[src/rtl/oas_pkg.sv]
// shared constants and types for the oversampled converter uart sender
`default_nettype none
package oas_pkg;
	localparam int SAMPLES_PER_BLOCK_DEF = 16;
	localparam int SAMPLE_BITS_DEF = 10;

	localparam int VALUE_W = 12;
	localparam int STOP_W = 3;
	localparam int PHASE_W = 5;
	localparam int BYTE_W = 8;
	localparam int PEND_W = 2;
	localparam int FIELD_W = 6;

	localparam logic [STOP_W-1:0] STOP_RESET = 3'd2;

	localparam logic [BYTE_W-1:0] TAG_HIGH = 8'h80;
	localparam logic [BYTE_W-1:0] TAG_LOW = 8'h40;

	localparam logic [PHASE_W-1:0] PHASE_START = 5'h00;
	localparam logic [PHASE_W-1:0] PHASE_LAST_DATA = 5'h08;
	localparam logic [PHASE_W-1:0] PHASE_TOP = 5'h0F;
	localparam logic [PHASE_W-1:0] PHASE_IDLE = 5'h10;

	localparam logic [PEND_W-1:0] PEND_NONE = 2'd0;
	localparam logic [PEND_W-1:0] PEND_LOW = 2'd1;
	localparam logic [PEND_W-1:0] PEND_BOTH = 2'd2;

	// transmitter status after the current item, seen by the averager and the top level
	typedef struct packed {
		logic pend_zero;
		logic line;
		logic busy;
	} tx_stat_t;
endpackage
`default_nettype wire

[src/rtl/oas_ifs.sv]
// valid/ready channel interfaces for items, results and configuration
`default_nettype none
interface oas_item_if #(
	parameter int SAMPLE_BITS = oas_pkg::SAMPLE_BITS_DEF
);
	logic                   valid;
	logic                   ready;
	logic                   func;
	logic [SAMPLE_BITS-1:0] sample_value;
	modport source (output valid, output func, output sample_value, input ready);
	modport sink (input valid, input func, input sample_value, output ready);
endinterface

interface oas_result_if;
	logic                          valid;
	logic                          ready;
	logic                          tx_line;
	logic                          tx_busy;
	logic                          block_done;
	logic [oas_pkg::VALUE_W-1:0]   block_value;
	modport source (output valid, output tx_line, output tx_busy, output block_done,
		output block_value, input ready);
	modport sink (input valid, input tx_line, input tx_busy, input block_done,
		input block_value, output ready);
endinterface

interface oas_cfg_if;
	logic                         valid;
	logic                         ready;
	logic [oas_pkg::STOP_W-1:0]   data;
	modport source (output valid, output data, input ready);
	modport sink (input valid, input data, output ready);
endinterface
`default_nettype wire

[src/rtl/oas_avg.sv]
// sample accumulator with block completion
`default_nettype none
module oas_avg #(
	parameter int SAMPLES_PER_BLOCK = oas_pkg::SAMPLES_PER_BLOCK_DEF,
	parameter int SAMPLE_BITS = oas_pkg::SAMPLE_BITS_DEF
) (
	input  wire logic                         clk,
	input  wire logic                         arst_n,
	input  wire logic                         step,
	input  wire logic                         func,
	input  wire logic [SAMPLE_BITS-1:0]       sample_value,
	input  wire oas_pkg::tx_stat_t            tx_stat,
	output logic                              done,
	output logic [oas_pkg::VALUE_W-1:0]       value
);
	localparam int SUM_W = SAMPLE_BITS + $clog2(SAMPLES_PER_BLOCK);
	localparam int CNT_W = $clog2(SAMPLES_PER_BLOCK + 1);
	localparam logic [CNT_W-1:0] CNT_FULL = CNT_W'(SAMPLES_PER_BLOCK);

	logic [SUM_W-1:0]            sum_q, sum_a;
	logic [CNT_W-1:0]            count_q, count_a;
	logic [SUM_W+oas_pkg::VALUE_W-1:0] sum_ext;

	always_comb begin
		sum_a = sum_q;
		count_a = count_q;
		if (step && !func && count_q < CNT_FULL) begin
			sum_a = sum_q + SUM_W'(sample_value);
			count_a = count_q + CNT_W'(1);
		end
		done = step && (count_a >= CNT_FULL) && tx_stat.pend_zero;
		sum_ext = {{oas_pkg::VALUE_W{1'b0}}, sum_a};
		value = sum_ext[oas_pkg::VALUE_W+1:2];
	end

	always_ff @(posedge clk or negedge arst_n) begin
		if (!arst_n) begin
			sum_q <= '0;
			count_q <= '0;
		end else if (done) begin
			sum_q <= '0;
			count_q <= '0;
		end else if (step) begin
			sum_q <= sum_a;
			count_q <= count_a;
		end
	end
endmodule
`default_nettype wire

[src/rtl/oas_tx.sv]
// tagged two-byte uart transmitter, one bit period per baud tick
`default_nettype none
module oas_tx (
	input  wire logic                          clk,
	input  wire logic                          arst_n,
	input  wire logic                          step,
	input  wire logic                          tick,
	input  wire logic [oas_pkg::STOP_W-1:0]    stop_bit_count,
	input  wire logic                          load,
	input  wire logic [oas_pkg::VALUE_W-1:0]   load_value,
	output oas_pkg::tx_stat_t                  stat,
	output logic [oas_pkg::VALUE_W-1:0]        held_value
);
	logic [oas_pkg::BYTE_W-1:0]  shift_q, shift_a;
	logic [oas_pkg::PHASE_W-1:0] phase_q, phase_a, phase_b;
	logic                        line_q, line_a;
	logic [oas_pkg::PEND_W-1:0]  pend_q, pend_a;
	logic [oas_pkg::VALUE_W-1:0] held_q;
	logic [oas_pkg::BYTE_W-1:0]  next_byte;

	always_comb begin
		shift_a = shift_q;
		phase_a = phase_q;
		line_a = line_q;
		pend_a = pend_q;
		phase_b = phase_q;
		if (pend_q == oas_pkg::PEND_BOTH)
			next_byte = oas_pkg::TAG_HIGH
				| oas_pkg::BYTE_W'(held_q[oas_pkg::VALUE_W-1:oas_pkg::FIELD_W]);
		else
			next_byte = oas_pkg::TAG_LOW | oas_pkg::BYTE_W'(held_q[oas_pkg::FIELD_W-1:0]);
		if (step && tick) begin
			if (phase_q < oas_pkg::PHASE_IDLE) begin
				line_a = shift_q[0];
				shift_a = {1'b1, shift_q[oas_pkg::BYTE_W-1:1]};
				// after the last data bit jump so that stop_bit_count periods remain
				if (phase_q == oas_pkg::PHASE_LAST_DATA)
					phase_b = oas_pkg::PHASE_TOP - oas_pkg::PHASE_W'(stop_bit_count);
				phase_a = phase_b + oas_pkg::PHASE_W'(1);
			end
			if (phase_a >= oas_pkg::PHASE_IDLE && pend_q != oas_pkg::PEND_NONE) begin
				pend_a = pend_q - oas_pkg::PEND_W'(1);
				shift_a = next_byte;
				phase_a = oas_pkg::PHASE_START;
				line_a = 1'b0;
			end
		end
		stat.pend_zero = (pend_a == oas_pkg::PEND_NONE);
		stat.line = line_a;
		stat.busy = (phase_a < oas_pkg::PHASE_IDLE);
		held_value = load ? load_value : held_q;
	end

	always_ff @(posedge clk or negedge arst_n) begin
		if (!arst_n) begin
			shift_q <= '1;
			phase_q <= oas_pkg::PHASE_IDLE;
			line_q <= 1'b1;
			pend_q <= oas_pkg::PEND_NONE;
			held_q <= '0;
		end else if (step) begin
			shift_q <= shift_a;
			phase_q <= phase_a;
			line_q <= line_a;
			pend_q <= load ? oas_pkg::PEND_BOTH : pend_a;
			held_q <= held_value;
		end
	end
endmodule
`default_nettype wire

[src/rtl/oversampled_adc_uart_sender_top.sv]
// top level: input register, averager, transmitter and result register
// an accepted item is held in the input register, then its result in the result register
// throughput: one item per cycle, set by the state update between
//   the input register and the result register; back pressure from the result side
//   stalls the input register
// reset: arst_n clears sums, queue and transmitter (line idle high), stop count to 2
`default_nettype none
module oversampled_adc_uart_sender_top #(
	parameter int SAMPLES_PER_BLOCK = oas_pkg::SAMPLES_PER_BLOCK_DEF,
	parameter int SAMPLE_BITS = oas_pkg::SAMPLE_BITS_DEF
) (
	input  wire logic  clk,
	input  wire logic  arst_n,
	oas_item_if.sink   item,
	oas_result_if.source result,
	oas_cfg_if.sink    cfg
);
	logic                        valid_s1;
	logic                        func_s1;
	logic [SAMPLE_BITS-1:0]      sample_s1;
	logic                        advance;
	logic [oas_pkg::STOP_W-1:0]  stop_q;
	oas_pkg::tx_stat_t           tx_stat;
	logic                        done;
	logic [oas_pkg::VALUE_W-1:0] avg_value;
	logic [oas_pkg::VALUE_W-1:0] held_value;
	logic                        res_valid_q;
	logic                        res_line_q;
	logic                        res_busy_q;
	logic                        res_done_q;
	logic [oas_pkg::VALUE_W-1:0] res_value_q;

	assign advance = valid_s1 && (!res_valid_q || result.ready);
	assign item.ready = !valid_s1 || advance;
	assign cfg.ready = 1'b1;

	always_ff @(posedge clk or negedge arst_n) begin
		if (!arst_n) begin
			stop_q <= oas_pkg::STOP_RESET;
		end else if (cfg.valid) begin
			stop_q <= cfg.data;
		end
	end

	always_ff @(posedge clk or negedge arst_n) begin
		if (!arst_n) begin
			valid_s1 <= 1'b0;
		end else if (item.ready) begin
			valid_s1 <= item.valid;
		end
	end

	always_ff @(posedge clk) begin
		if (item.valid && item.ready) begin
			func_s1 <= item.func;
			sample_s1 <= item.sample_value;
		end
	end

	oas_avg #(
		.SAMPLES_PER_BLOCK(SAMPLES_PER_BLOCK),
		.SAMPLE_BITS(SAMPLE_BITS)
	) u_avg (
		.clk(clk),
		.arst_n(arst_n),
		.step(advance),
		.func(func_s1),
		.sample_value(sample_s1),
		.tx_stat(tx_stat),
		.done(done),
		.value(avg_value)
	);

	oas_tx u_tx (
		.clk(clk),
		.arst_n(arst_n),
		.step(advance),
		.tick(func_s1),
		.stop_bit_count(stop_q),
		.load(done),
		.load_value(avg_value),
		.stat(tx_stat),
		.held_value(held_value)
	);

	always_ff @(posedge clk or negedge arst_n) begin
		if (!arst_n) begin
			res_valid_q <= 1'b0;
		end else if (advance) begin
			res_valid_q <= 1'b1;
		end else if (result.ready) begin
			res_valid_q <= 1'b0;
		end
	end

	always_ff @(posedge clk) begin
		if (advance) begin
			res_line_q <= tx_stat.line;
			res_busy_q <= tx_stat.busy;
			res_done_q <= done;
			res_value_q <= held_value;
		end
	end

	assign result.valid = res_valid_q;
	assign result.tx_line = res_line_q;
	assign result.tx_busy = res_busy_q;
	assign result.block_done = res_done_q;
	assign result.block_value = res_value_q;

	// a block completes only once the transmitter queue has drained
	a_done_needs_empty: assert property (@(posedge clk) disable iff (!arst_n)
		done |-> advance && tx_stat.pend_zero)
		else $error("block completed while bytes still queued");

	// an accepted transaction always lands in the input register
	a_accept_loads: assert property (@(posedge clk) disable iff (!arst_n)
		item.valid && item.ready |=> valid_s1)
		else $error("accepted transaction lost before the input register");

	// a stalled input register keeps its item
	a_s1_holds: assert property (@(posedge clk) disable iff (!arst_n)
		valid_s1 && !advance |=> valid_s1 && $stable(func_s1) && $stable(sample_s1))
		else $error("stalled item changed in the input register");

	// every result moved out of the input register is presented
	a_result_after_step: assert property (@(posedge clk) disable iff (!arst_n)
		advance |=> res_valid_q)
		else $error("result register missed a transaction");
endmodule
`default_nettype wire
[src/flat_wrapper.sv]
// flat-port wrapper written by rule: the top's interface ports become plain ports
module oversampled_adc_uart_sender_top_flat 
#(
	parameter int SAMPLES_PER_BLOCK = oas_pkg::SAMPLES_PER_BLOCK_DEF,
	parameter int SAMPLE_BITS = oas_pkg::SAMPLE_BITS_DEF
)
  (clk, arst_n, item_valid, item_func, item_sample_value, item_ready, result_valid, result_tx_line, result_tx_busy, result_block_done, result_block_value, result_ready, cfg_valid, cfg_data, cfg_ready);
  oas_item_if #(.SAMPLE_BITS(SAMPLE_BITS)) item_i ();
  oas_result_if result_i ();
  oas_cfg_if cfg_i ();
  input  wire logic clk;
  input  wire logic arst_n;
  input wire logic [$bits(item_i.valid)-1:0] item_valid;
  input wire logic [$bits(item_i.func)-1:0] item_func;
  input wire logic [$bits(item_i.sample_value)-1:0] item_sample_value;
  output wire logic [$bits(item_i.ready)-1:0] item_ready;
  output wire logic [$bits(result_i.valid)-1:0] result_valid;
  output wire logic [$bits(result_i.tx_line)-1:0] result_tx_line;
  output wire logic [$bits(result_i.tx_busy)-1:0] result_tx_busy;
  output wire logic [$bits(result_i.block_done)-1:0] result_block_done;
  output wire logic [$bits(result_i.block_value)-1:0] result_block_value;
  input wire logic [$bits(result_i.ready)-1:0] result_ready;
  input wire logic [$bits(cfg_i.valid)-1:0] cfg_valid;
  input wire logic [$bits(cfg_i.data)-1:0] cfg_data;
  output wire logic [$bits(cfg_i.ready)-1:0] cfg_ready;
  assign item_i.valid = item_valid;
  assign item_i.func = item_func;
  assign item_i.sample_value = item_sample_value;
  assign item_ready = item_i.ready;
  assign result_valid = result_i.valid;
  assign result_tx_line = result_i.tx_line;
  assign result_tx_busy = result_i.tx_busy;
  assign result_block_done = result_i.block_done;
  assign result_block_value = result_i.block_value;
  assign result_i.ready = result_ready;
  assign cfg_i.valid = cfg_valid;
  assign cfg_i.data = cfg_data;
  assign cfg_ready = cfg_i.ready;
  oversampled_adc_uart_sender_top #(.SAMPLES_PER_BLOCK(SAMPLES_PER_BLOCK), .SAMPLE_BITS(SAMPLE_BITS)) u_core (.clk(clk), .arst_n(arst_n), .item(item_i), .result(result_i), .cfg(cfg_i));
endmodule
[config.mk]
export PLATFORM = sky130hd
export DESIGN_NAME = oversampled_adc_uart_sender_top_flat
export DESIGN_NICKNAME = d
export VERILOG_FILES = /design/src/rtl/oas_pkg.sv /design/src/rtl/oas_ifs.sv /design/src/rtl/oas_avg.sv /design/src/rtl/oas_tx.sv /design/src/rtl/oversampled_adc_uart_sender_top.sv /design/src/flat_wrapper.sv
export SDC_FILE = /design/constraint.sdc
export NUM_CORES = 1
export LEC_CHECK = 0
export BUFFER_PORTS_ARGS = -buffer_cell sky130_fd_sc_hd__buf_4
export CAP_MARGIN = 40
export CORE_ASPECT_RATIO = 2
export CORE_MARGIN = 1.5
export CORE_UTILIZATION = 45
export DETAILED_ROUTE_END_ITERATION = 10
export PLACE_DENSITY = 0.72
export SYNTH_ARGS = -nofsm -noshare
export SYNTH_HDL_FRONTEND = slang
export SYNTH_HIERARCHICAL = 1
export SYNTH_SLANG_ARGS = --single-unit
[constraint.sdc]
create_clock -name clk -period 5 [get_ports clk]
set_input_delay 1.5 -clock clk [delete_from_list [all_inputs] [get_ports clk]]
set_output_delay 1.5 -clock clk [all_outputs]
set_load 0.05 [all_outputs]
==> out/qor.csv, run 1 <==
metric,value,unit
run status,"complete, no violations",
post-route ant nets,0,
# setup viols final,0,
hpwl dp,6310,microns
metal3 WL,238,microns
vias in the first global route,3017,
initial antenna violation count,0,
die width,70.8,microns
final hold violation count,0,
final core occ,53.4,%
HP Class,flip-flop to flip-flop,
Synth Instances,358,
dominant cell type by area after synthesis,dfrtp_1,
Clock Tree Buf Depth,2,
CP bufs+invs,1,
setup repair after global routing missed its margin,no,
critical path endpoint,u_core/u_tx/held_q[1],
via count,2889,
die area,9800,sq um
CTS Buf Count,9,
met2 routed WL,4910,microns
"EDFF count, synth",26,
Yosys cell types,63,
slew margin rel.,42.4,%
Placed Area,4470,sq um
Synth async-reset ratio,66.7,%
Layout fillers,767,
CP max FO,14,
Die Height,139,microns
Port-buffer cells,35,
slowest cell on the critical path,dfstp_2,
cts hold-fix bufs,0,
met1 wire length,3230,microns
setup_tns,0,ps
startpoint types,flip-flop,
TritonCTS Sinks,78,
Syn-to-layout area delta,15.7,%
Static Leak,2.06,nW
hold-critical path depth,2,
max_cap viols,0,
Crit. End Element,flip-flop,
Worst-Margin Slew,863,ps
Pwr Density,532,nW/um^2
cells on worst reg2reg path,12,
syn nets,392,
CTS resizes,0,
critical path type,flip-flop to flip-flop,
gr ovfl total,0,
Root Buffer,clkbuf_16,
Post-CTS Setup Bufs,0,
fin area,4780,sq um
Worst path depth,12,
Synth Flop Type,dfrtp_1,
layout cell share with drive strength beyond 1,28.7,%
clock-pin slew on the worst setup and hold paths,60,ps
share of the synthesized area in the top cell type,24.8,%
Pre-antenna DRT Iters,4,
row count,49,
worst path cell trace,nor2_1 -> a31oi_1 -> inv_1 -> ha_1 -> a21oi_1 -> a211o_1 -> o211ai_1 -> o31ai_1 -> o21ai_1 -> nor2_2 -> mux2_2 -> mux2_2,
WL final,8710,microns
Peak VDD IR,0.000212,V
FF-to-FF setup slack,1160,ps
fmax,0.260,GHz
Via density,5.79,
# DRC,0,
Detailed Route Iter0 Violations,129,
slowest cell delay on critical path,630,ps
Placeable Area,8950,sq um
largest net degree at the start of global routing,53,
DR top layer,met4,
total power,2.55,mW
"flops & latches, synth",78,
Worst-Skew Late Latency,340,ps
Syn Std Cell Area,4130,sq um
Ys Warns,6,
Final #Nets,426,
Pins Over Slew Limit,0,
Tcrit/Tclk final,76.8,%
Final GP Congestion,0.832,
Tmin final,3840,ps
register area share after synthesis,50.7,%
most common cell in the netlist,dfrtp_1,
worst setup margin,1160,ps
initial core utilization,46.2,%
Most Frequent Cell on Critical Path,mux2_2,
commonest cells in the netlist,"41 x dfrtp_1, 31 x nand2_1, 30 x mux2_2, 26 x edfxtp_1, 23 x nor2_1",
Worst Path Arrival,4060,ps
Area contributors post-synth,"dfrtp_1 25%, edfxtp_1 19%, mux2_2 8.2%, dfstp_2 7.0%, ha_1 4.2%",
worst hold slack,468,ps
first-pass GRT wire length,14600,microns
Setup Skew,8.58,ps
# diodes,0,
synthesized area per cell,11.5,sq um
placed cell count,483,
Critical Path RT,5220,ps
Wirelength per Cell,17.5,microns
Non-Filler Instances,499,
overall routing resource usage,19.0,%
CTS tree,yes,
"worst slack, placed",891,ps
RR Endpoint,u_core/u_tx/held_q[1],
htree depth,3,
"delay-heaviest family, CP",compound AO/OA/AOI/OAI gates,
# IOs,37,
metal layers:
metal / vias up / GRT usage, %
met5: - / 0
li1: 1385 / -
met1: 1438 / 19.9
met4: 0 / 10.9
met2: 45 / 34.5
met3: 21 / 3.21
registers in the layout, indices dropped and copies added (netlist names), 2 cells and up, named ones only:
| signal | count |
|---|---|
| u_core/result.block_value | 12 |
| u_core/u_tx/held_q | 12 |
| u_core/u_tx/pend_q | 2 |
| u_core/stop_q | 3 |
| u_core/u_tx/shift_q | 8 |
| u_core/u_tx/phase_q | 4 |
| u_core/u_avg/count_q | 5 |
| u_core/sample_s1 | 10 |
| u_core/u_avg/sum_q | 14 |
tightest hold or removal path, delay by kind of cell, from the launching register on:
family             cells  cell delay (ps)
DFF                    1              370
AOI/OAI and AO/OA      1               50
and+or+nand+nor        1               40
cell families after synthesis:
kind of cell               Yosys count  share of synthesized area (%)
AOI/OAI and AO/OA                   88                           16.4
xor gates and xnor gates            10                           2.12
adders and majority gates           15                           4.72
buffers and inverters               26                           3.03
DFF                                 78                           50.7
muxes                               32                           8.78
other                                1                         0.0908
and+or+nand+nor                    108                           14.1
placed cells by master (no fill, tap or decap), types with 10 or more instances in the layout:
cell type  netlist  routed
dfrtp_1         41      41
buf_4            2      39
nand2_1         31      31
mux2_2          30      30
edfxtp_1        26      26
nor2_1          23      22
ha_1            14      14
a211oi_1        13      13
a21oi_1         12      12
dfstp_2         11      11
and2_1          10      10
inv_1           10      10
layout make-up:
type                    instances  area, sq um  share of cell area [%]
clock buffers                  10          229                    4.79
clock inverters                 6         86.3                    1.81
inverters                      10         37.5                   0.785
multi-input cells             254         1910                    40.0
flip-flops and latches         78         2100                    43.8
well taps                     102          128                    2.67
repair buffers                 39          293                    6.12
power by group:
part           internal, mW  switching [mW]  total [mW]
sequential            0.836           0.130       0.967
combinational         0.375           0.515       0.890
clock                 0.435           0.253       0.688
how the worst min path moves through the flow:
stage,slack [ps],start,endpoint
after floorplan,440,u_core/u_tx/shift_q[7],u_core/u_tx/shift_q[7]
after global placement,450,u_core/u_tx/shift_q[7],u_core/u_tx/shift_q[7]
after detailed placement,460,u_core/u_tx/shift_q[6],u_core/u_tx/shift_q[6]
after CTS,470,u_core/u_tx/shift_q[6],u_core/u_tx/shift_q[6]
after global routing,480,u_core/u_tx/shift_q[6],u_core/u_tx/shift_q[6]
final,470,u_core/u_tx/shift_q[6],u_core/u_tx/shift_q[6]
Note: power is estimated with default switching activity, not from simulation.
==> run 2: changes to the inputs <==
Settings changed: PLACE_DENSITY 0.72 to 0.75.
Clock period 5 ns to 3.1 ns, I/O delays scaled along.
==> out/qor.csv, run 2 (synthesized netlist as in run 1, its figures left out) <==
metric,value,unit
run status,"complete, no violations",
Pins Over Slew Limit,0,
Port-buffer cells,35,
CP max FO,14,
CTS Buf Count,9,
largest net degree at the start of global routing,53,
hpwl dp,6770,microns
Final GP Congestion,0.881,
Pre-antenna DRT Iters,4,
initial antenna violation count,0,
total net switching power,1.52,mW
Switching Share,35.0,%
Die Height,139,microns
Worst-Skew Late Latency,340,ps
Most Frequent Cell on Critical Path,mux2_2,
Critical Path RT,3330,ps
critical path type,flip-flop to flip-flop,
Root Buffer,clkbuf_16,
Placeable Area,8950,sq um
CTS tree,yes,
# diodes,0,
# DRC,0,
Tcrit/Tclk final,95.5,%
# setup viols final,0,
clock power share,28.2,%
Tmin final,2960,ps
most frequent cells in the layout,"47 x buf_4, 41 x dfrtp_1, 30 x nand2_1",
Peak VDD IR,0.000409,V
Crit. End Element,flip-flop,
Syn-to-layout area delta,20.8,%
TritonCTS Sinks,78,
max reg flops,14,
worst path cell trace,nor2_2 -> a31oi_2 -> inv_1 -> ha_1 -> a21oi_2 -> a211o_1 -> o211ai_1 -> o31ai_4 -> o21ai_2 -> nor2_4 -> buf_12 -> mux2_2 -> mux2_2,
slowest cell delay on critical path,550,ps
Detailed Route Iter0 Violations,139,
Seq pwr share,35.7,%
Final #Nets,436,
post-route ant nets,0,
layout cell share with drive strength beyond 1,32.9,%
placed cell count,493,
clock-pin slew on the worst setup and hold paths,60,ps
Layout fillers,784,
final hold violation count,0,
total power,4.35,mW
fmax,0.338,GHz
Non-Filler Instances,509,
via count,3031,
overall routing resource usage,19.7,%
hold path start,u_core/u_tx/shift_q[6],
largest reg by FF count,u_core/u_avg/sum_q,
Static Leak,2.16,nW
Comb pwr share,36.1,%
setup repair after global routing missed its margin,no,
initial core utilization,46.2,%
die width,70.8,microns
setup_tns,0,ps
"most common cell after layout, fill and taps aside",buf_4,
slowest cell on the critical path,dfstp_2,
Worst Path Arrival,3190,ps
startpoint types,flip-flop,
internal cell power,2.83,mW
first-pass GRT wire length,15100,microns
gr ovfl total,0,
Worst-Margin Slew,668,ps
Pwr Density,871,nW/um^2
Via density,5.95,
htree depth,3,
Setup Skew,3.93,ps
max_cap viols,0,
row count,49,
slew margin rel.,55.5,%
Clock Tree Buf Depth,2,
worst hold slack,463,ps
Wirelength per Cell,18.1,microns
# IOs,37,
HP Class,flip-flop to flip-flop,
Post-CTS Setup Bufs,0,
WL final,9200,microns
die area,9800,sq um
vias in the first global route,3220,
==> run 2: cell count changes in the layout (fill, tap and decap cells not counted), sizes merged <==
cell / before / now
clkbuf: 10 / 11
buf: 39 / 49
bufinv: 2 / 3
clkinvlp: 3 / 1
==> run 2: per-layer routing <==
| layer | part of all wire [%] | vias to the layer above | GRT usage, % |
|---|---|---|---|
| met5 | 0 | - | 0 |
| li1 | - | 1404 | - |
| met3 | 3.5 | 35 | 3.94 |
| met2 | 56 | 83 | 35.6 |
| met4 | 6.1 | 0 | 13.2 |
| met1 | 34 | 1509 | 19.4 |
==> run 2: power groups by stage <==
stage | sequential, mW | clock [mW] | combinational, mW
6_report | 1.55 | 1.23 | 1.57
4_1_cts | 1.54 | 1.25 | 1.55
5_1_grt | 1.58 | 1.29 | 1.72
2_1_floorplan | 1.57 | 0 | 1.16
3_5_place_dp | 1.56 | 0 | 1.54
3_3_place_gp | 1.55 | 0 | 1.48
==> run 2: final timing paths <==
path	depth (start not counted)	to	slack, ps
min in group asynchronous	1	u_core/stop_q[0]	620
worst min-delay path	2	u_core/u_tx/shift_q[6]	460
worst max register to register	13	u_core/u_tx/held_q[3]	140
worst min register to register	2	u_core/u_tx/shift_q[6]	460
max in group asynchronous	1	u_core/u_tx/held_q[4]	2030
worst max-delay path	13	u_core/u_tx/held_q[3]	140
==> run 2: critical path, delay by kind of cell, from the launching register on <==
kind	cells	cell delay, ps
DFF	1	550
buffers and inverters	2	240
adders and majority gates	1	210
muxes	2	640
AOI/OAI and AO/OA	6	990
and+or+nand+nor	2	230
==> run 2: cell type report <==
| type | instances | area (sq um) | area share, % |
|---|---|---|---|
| sequential | 78 | 2100 | 42.0 |
| multi-input combinational | 254 | 2000 | 40.0 |
| timing repair buffer | 49 | 384 | 7.70 |
| clock buffer | 11 | 243 | 4.86 |
| tap | 102 | 128 | 2.56 |
| clock inverter | 5 | 106 | 2.13 |
| inverter | 10 | 37.5 | 0.752 |
==> run 2: repair_timing <==
action                                  in CTS  in global routing
endpoints found under the setup margin       0                  9
hold endpoints to repair                     0                  0
resized for setup                            0                  5
hold buffers                                 0                  0
==> run 2: through the flow <==
step | instance area [sq um] | setup WS, ps | util (%)
finish | 4990 | 140 | 55.8
global placement | 4620 | 91.3 | 51.6
detailed placement | 4620 | 43.8 | 51.6
floorplan | 4250 | -225 | -
global route | 4990 | 14.9 | 55.8
CTS | 4970 | 77.3 | 55.5
==> run 3: changes to the inputs <==
Settings changed: CORE_ASPECT_RATIO 2 to 0.9, PLACE_DENSITY 0.75 to 0.66.
==> out/qor.csv, run 3 (synthesized netlist as in run 1, its figures left out) <==
metric,value,unit
# DRC,0,
die area,9770,sq um
max reg flops,14,
max_cap viols,0,
row count,32,
Pre-antenna DRT Iters,4,
Post-CTS Setup Bufs,0,
# setup viols final,0,
Final GP Congestion,0.841,
CTS Buf Count,9,
Critical Path RT,3340,ps
Peak VDD IR,0.000291,V
layout cell share with drive strength beyond 1,32.4,%
CP max FO,13,
die width,104,microns
worst setup margin,157,ps
clock power share,20.7,%
hpwl dp,6000,microns
slowest cell delay on critical path,400,ps
initial core utilization,47.3,%
worst hold slack,473,ps
Seq pwr share,39.3,%
total power,3.89,mW
largest reg by FF count,u_core/u_avg/sum_q,
largest net degree at the start of global routing,53,
Syn-to-layout area delta,17.7,%
Setup Skew,9.24,ps
Crit. End Element,flip-flop,
Clock Tree Buf Depth,2,
Most Frequent Cell on Critical Path,mux2_2,
initial antenna violation count,0,
Port-buffer cells,35,
placed cell count,510,
Detailed Route Iter0 Violations,160,
Worst-Margin Slew,708,ps
total net switching power,1.46,mW
worst path cell trace,nor3_1 -> a21o_1 -> ha_1 -> a21oi_2 -> a211o_1 -> o31ai_4 -> o21ai_2 -> nor2_4 -> buf_12 -> mux2_2 -> mux2_2,
Worst Path Arrival,3180,ps
CTS tree,yes,
gr ovfl total,0,
Placeable Area,8730,sq um
critical path type,flip-flop to flip-flop,
Comb pwr share,40.0,%
startpoint types,flip-flop,
Pwr Density,801,nW/um^2
internal cell power,2.44,mW
Pins Over Slew Limit,0,
via count,2876,
setup_tns,0,ps
slew margin rel.,52.8,%
Layout fillers,784,
Tcrit/Tclk final,94.9,%
Final #Nets,436,
post-route ant nets,0,
setup repair after global routing missed its margin,no,
final core occ,55.7,%
# IOs,37,
Wirelength per Cell,16.4,microns
"worst slack, placed",59.0,ps
slowest cell on the critical path,dfrtp_1,
most frequent cells in the layout,"48 x buf_4, 41 x dfrtp_1, 30 x nand2_1",
# diodes,0,
final hold violation count,0,
Die Height,93.9,microns
run status,"complete, no violations",
Via density,5.47,
first-pass GRT wire length,14500,microns
Tmin final,2940,ps
Root Buffer,clkbuf_8,
fmax,0.340,GHz
TritonCTS Sinks,78,
Non-Filler Instances,526,
Switching Share,37.4,%
vias in the first global route,2850,
HP Class,flip-flop to flip-flop,
WL final,8630,microns
Worst-Skew Late Latency,350,ps
Placed Area,4640,sq um
overall routing resource usage,19.3,%
fin area,4860,sq um
htree depth,3,
"most common cell after layout, fill and taps aside",buf_4,
clock-pin slew on the worst setup and hold paths,80,ps
Static Leak,2.10,nW
run 3: cell types whose count changed in the layout (fill, tap and decap cells not counted), sizes merged:
cell / delta
clkinv: +2
bufinv: -2
run 3: worst paths after layout:
check                      cells after the start              startpoint  slack (ps)                endpoint
setup / recovery                              11  u_core/u_tx/phase_q[2]         160   u_core/u_tx/held_q[3]
hold / removal                                 2  u_core/u_tx/shift_q[2]         470  u_core/u_tx/shift_q[2]
setup reg to reg                              11  u_core/u_tx/phase_q[2]         160   u_core/u_tx/held_q[3]
hold reg to reg                                2  u_core/u_tx/shift_q[2]         470  u_core/u_tx/shift_q[2]
max in group asynchronous                      1                  arst_n        2000   u_core/u_tx/held_q[4]
min in group asynchronous                      1                  arst_n         630        u_core/stop_q[2]
run 3: repair_timing:
action	in CTS	in global routing
gates resized for setup	0	2
endpoints found under the setup margin	0	13
hold buffers	0	0
run 3: worst max-delay path, delay by kind of cell, from the launching register on:
family,cells,cell delay (ps)
mux,2,610
fa+ha+maj,1,180
simple gates,2,520
compound gates,5,960
buf+inv,1,170
flops,1,400
run 3: layer usage:
layer  part of all wire [%]  track usage (%)
met5                      0                0
met1                     50             26.9
met2                     46             30.1
met3                    3.1             3.61
met4                   0.97             7.18
run 3: layout make-up:
| cell class | count | area, sq um | share of cell area [%] |
|---|---|---|---|
| multi-input combinational | 254 | 1990 | 41.0 |
| timing repair buffer | 49 | 380 | 7.82 |
| clock inverter | 5 | 56.3 | 1.16 |
| sequential | 78 | 2100 | 43.1 |
| inverter | 10 | 37.5 | 0.772 |
| clock buffer | 11 | 153 | 3.14 |
| tap | 119 | 149 | 3.06 |
run 3: power by group through the flow:
stage	Combinational [mW]	Clock (mW)	Sequential (mW)
after global routing	1.73	0.872	1.57
after global placement	1.50	0	1.54
final	1.56	0.808	1.53
after detailed placement	1.54	0	1.54
after CTS	1.55	0.821	1.53
after floorplan	1.16	0	1.57
